**config.mk**
```make
export PLATFORM = sky130hd
export DESIGN_NAME = lqr_ram
export DESIGN_NICKNAME = d
export VERILOG_FILES = /design/src/assert_macros.svh /design/src/lqr_ram.sv
export SDC_FILE = /design/constraint.sdc
export NUM_CORES = 2
export LEC_CHECK = 0
export ABC_CLOCK_PERIOD_IN_PS = 4100
export BUFFER_PORTS_ARGS = -buffer_cell sky130_fd_sc_hd__buf_2
export CORE_MARGIN = 2
export CORE_UTILIZATION = 53
export DETAILED_ROUTE_END_ITERATION = 10
export HOLD_SLACK_MARGIN = 0.05
export PLACE_DENSITY = 0.67
export SETUP_SLACK_MARGIN = 0.05
export SYNTH_ARGS = -nofsm -noshare
export SYNTH_HDL_FRONTEND = slang
export SYNTH_SLANG_ARGS = --single-unit
```
**constraint.sdc**
```tcl
create_clock -name i_clk -period 4.1 [get_ports i_clk]
set_clock_uncertainty 0.1 [all_clocks]
set_input_delay 0.82 -clock i_clk [delete_from_list [all_inputs] [get_ports i_clk]]
set_output_delay 0.82 -clock i_clk [all_outputs]
set_load 0.005 [all_outputs]
```
**src/assert_macros.svh**
```systemverilog
// Assertion helpers included by linear_queue_with_reverse.sv.
`ifndef ASSERT_MACROS_SVH
`define ASSERT_MACROS_SVH

// Check a property on every rising clock edge outside of reset.
`define ASSERT_CLK(lbl, clk, rst_n, prop, msg) \
    lbl: assert property (@(posedge clk) disable iff (!(rst_n)) (prop)) else $error(msg);

// Check that a condition never holds outside of reset.
`define ASSERT_NEVER(lbl, clk, rst_n, cond, msg) \
    lbl: assert property (@(posedge clk) disable iff (!(rst_n)) !(cond)) else $error(msg);

`endif

```
**src/lqr_ram.sv**
```systemverilog
`default_nettype none

module lqr_ram #(
    parameter int WIDTH = 32,
    parameter int DEPTH = 128
) (
    input  wire logic                     i_clk,
    input  wire logic                     i_we,
    input  wire logic [$clog2(DEPTH)-1:0] i_waddr,
    input  wire logic [WIDTH-1:0]         i_wdata,
    input  wire logic [$clog2(DEPTH)-1:0] i_raddr_a,
    input  wire logic [$clog2(DEPTH)-1:0] i_raddr_b,
    output logic      [WIDTH-1:0]         o_rdata_a,
    output logic      [WIDTH-1:0]         o_rdata_b
);

    logic [WIDTH-1:0] r_mem [DEPTH];

    // One write port, two registered read ports.
    always_ff @(posedge i_clk) begin
        if (i_we) begin
            r_mem[i_waddr] <= i_wdata;
        end
        o_rdata_a <= r_mem[i_raddr_a];
        o_rdata_b <= r_mem[i_raddr_b];
    end

endmodule

`default_nettype wire

```
Word-level counts from Yosys, hierarchy flattened
Memories as Yosys holds them, arrays and structs flattened. A register that Yosys moved wholly into a read port is not among the register bits.
Cells that the tools add are included.
{ "word_totals": {"ff_bits": 0, "ram_bits": 4096, "inputBits": 55, "out_inout_bits": 64, "wordCells": 3, "n_memories": 1} }
{ "memory_table": {"columns": ["memory", "words", "word_bits", "read_ports", "rd_clocked_by_memory_dff", "wr", "line_no", "rtl"], "rows": [
  ["r_mem", 128, 32, 2, 2, 1, "lqr_ram.sv:17", "logic [WIDTH-1:0] r_mem [DEPTH];"]
]} }
{ "classes": {"mux": 2} }
{ "ops": {"columns": ["cell", "count"], "rows": [
  ["$mux W1", 2]
]} }

Logic depth before layout (Yosys ltp)
{ "depth": {"word_depth": 2, "depth_mapped": 8, "ltp_nobuf": 4} }

Least setup slack after synthesis
No wires, ideal clock.
{ "synth_timing": {"path_kind": "input-to-reg", "start": "in i_we", "end": "mem r_mem[98][0], enable pin", "arrival_time_ns": 3.598, "path_slack_ns": -0.059, "cell_stages": 3, "n_path_buf": 1, "path_cell_list": "clkbuf_1 > nand4_1 > nor3_1"} }
{ "synth_between": {"elab_chain_len": 2} }
{ "synth_rtl": {"columns": ["item", "line_no", "rtl"], "rows": [
  ["start: declaration", "lqr_ram.sv:8", "input wire logic i_we,"],
  ["$mux W1", "lqr_ram.sv:21", "if (i_we) begin"],
  ["$mux W1 (implied by the code)", "lqr_ram.sv:22", "r_mem[i_waddr] <= i_wdata;"],
  ["end: declaration", "lqr_ram.sv:17", null]
]} }
No other way between the ends.

==> flow_summary_export.csv <==
group,metric,value,unit
status,status,"finished, final reports clean",
worst_setup_path,cp_top_family,"multiplexers",
floorplan,die_area,361000,um^2
route,remaining_drc_errors,0,
route,vias,101000,
clock_tree,cts_resized,0,
global_route,grt_pass1_wl,818,mm
cells_and_area,fin_nets,8346,
clock_tree,cts_setup_buffers,0,
clock_tree,holdBufCountCts,0,
worst_setup_path,critPathRequiredTime,4830,ps
placed_design,dp_slack,-39.7,ps
worst_setup_path,slowest_delay,640,ps
worst_setup_path,critPathSlowestCell,"mux4_2",
global_route,grt_overflow,0,
yosys,synth_top_area_share,65.2,%
cells_and_area,area_growth,14.8,%
timing,fin_tns_setup,0,ps
cells_and_area,final_core_util,61.0,%
timing,setup_viol,0,
placed_design,dp_hpwl,351,mm
yosys,synth_top_cell_by_area,"edfxtp_1",
flow_run,cap_violations,0,
yosys,synth_area_leaders,"edfxtp_1, mux4_2, clkbuf_1, dfxtp_1, mux2_2",
global_route,antenna_found_initial,70,
cells_and_area,finalNonFillerCells,13500,
worst_setup_path,crit_buf_inv,4,
clock_tree,cts.sinks,4160,
placed_design,port_buffers,118,
worst_setup_path,path_max_fanout,37,
yosys,synth_area_per_cell,24.5,um^2
timing,finalMaxSlewViolations,0,
route,antenna_left,0,
min_path,hold_path.startpoint,"i_wdata[27]",
floorplan,core,355000,um^2
cells_and_area,drive_above_1_share,49.8,%
timing,fin_crit_sh,77.8,%
route,viasPerCell,7.49,
floorplan,start_util,53.2,%
route,initialDrtViolationCount,16300,
global_route,grt_pass1_vias,102000,
placed_design,dpl.cell_count,12600,
timing,hold_viol,0,
placed_design,gp_congestion,0.848,
worst_setup_path,cp.arrival,3920,ps
power,power,94.9,mW
floorplan,die_w,601,um
worst_setup_path,cp_cell_sequence,"buf_12 > buf_12 > buf_12 > buf_4 > mux4_2 > mux4_2 > mux4_2 > mux2_2",
placed_design,placement.cell_area,202000,um^2
yosys,synth_cell_type_count,17,
power,max-vdd-ir-drop,0.367,mV
worst_setup_path,startpoint_type,"primary input",
cells_and_area,layout_common_cells,"edfxtp_1, mux4_2, clkbuf_16, buf_4, buf_12",
global_route,grt_max_degree,129,
yosys,ys_seq_area_share,65.8,%
cells_and_area,stdcell_area,217000,um^2
clock_tree,clockRootBuffer,"clkbuf_16",
yosys,yosys_register_bits,4160,
yosys,syn_inst,7701,
route,wl_per_cell,44.0,um
clock_tree,cts_tree,"done",
min_path,hp-class,"primary input to flip-flop",
worst_setup_path,critPathLaunch,"i_raddr_a[0]",
timing,fmax,314,MHz
timing,rsz0062_at_grt,"no",
clock_tree,numCtsBuffers,423,
power,power.density,438,nW/um^2
clock_tree,clock_path_buffers,4,
floorplan,num_rows,219,
yosys,synth.cell_area,189000,um^2
yosys,synth_warnings,0,
yosys,synth_nets,7756,
timing,post-route-min-period,3190,ps
power,leakage,66.7,nW
floorplan,ioPinCount,119,
floorplan,fp.dieH,601,um
clock_tree,htree_levels,5,
clock_tree,clk_pin_slew,60,ps
worst_setup_path,critPathKind,"primary input to flip-flop",
timing,setup_ws,911,ps
timing,slew-limit-headroom,10.8,%
clock_tree,insertion_delay,980,ps
route,detail_route.first_pass.iterations,6,
route,finalWirelength,594,mm
worst_setup_path,r2r_start,"r_mem[72][29]",
timing,worst_pin_slew,1340,ps
cells_and_area,layout_commonest_cell,"edfxtp_1",
global_route,grt_use_total,33.0,%
timing,whs,156,ps
worst_setup_path,endpoint_kind,"flip-flop",
metal layers:
metal | track usage, % | wire length (um)
met2 | 51.3 | 285000
met5 | 0 | 138
met4 | 15.2 | 29800
met3 | 7.57 | 72000
met1 | 45.0 | 207000
cell usage after synthesis:
| cell | number |
|---|---|
| or3_1 | 1 |
| edfxtp_1 | 4096 |
| nand4_1 | 3 |
| nor2_1 | 122 |
| buf_1 | 132 |
| buf_6 | 2 |
| nor3_1 | 9 |
| buf_4 | 17 |
| nand2b_1 | 2 |
| mux4_2 | 2688 |
| buf_2 | 103 |
| clkbuf_1 | 365 |
| dfxtp_1 | 64 |
| mux2_2 | 64 |
| nor2b_1 | 7 |
| nand3_1 | 12 |
| nand2_1 | 14 |
sequential cells by signal, summed over array words and instances, names as in the netlist:
name and cells:
o_rdata_b 32, r_mem 4096, o_rdata_a 32
worst paths after layout:
path | end | slack (ps) | depth (start not counted)
setup / recovery | o_rdata_a[10] | 910 | 8
hold / removal | r_mem[92][27] | 160 | 1
setup reg to reg | o_rdata_a[29] | 1340 | 4
hold reg to reg | o_rdata_a[14] | 1060 | 4
cell type report:
class	count	area, um^2
Fill cell	23900	138000
Timing Repair Buffer	784	9260
Tap cell	4751	5940
Antenna cell	90	225
Clock inverter	273	2940
Clock buffer	517	11200
Multi-Input combinational cell	2922	62900
Sequential cell	4160	124000
cell families after synthesis:
logic type | share of synthesized area (%)
buf+inv | 1.34
flops | 65.8
mux | 32.5
simple gates | 0.369
report_power, final:
| group | switching, mW | internal [mW] |
|---|---|---|
| sequential | 0.383 | 47.0 |
| combinational | 4.31 | 3.66 |
| clock | 16.6 | 23.0 |
worst reg2reg max path: cells and delay by family, from the launching register on:
| family | cells | cell delay, ps |
|---|---|---|
| flops | 1 | 440 |
| mux | 4 | 2100 |
Power figures use the tool's default switching activity.
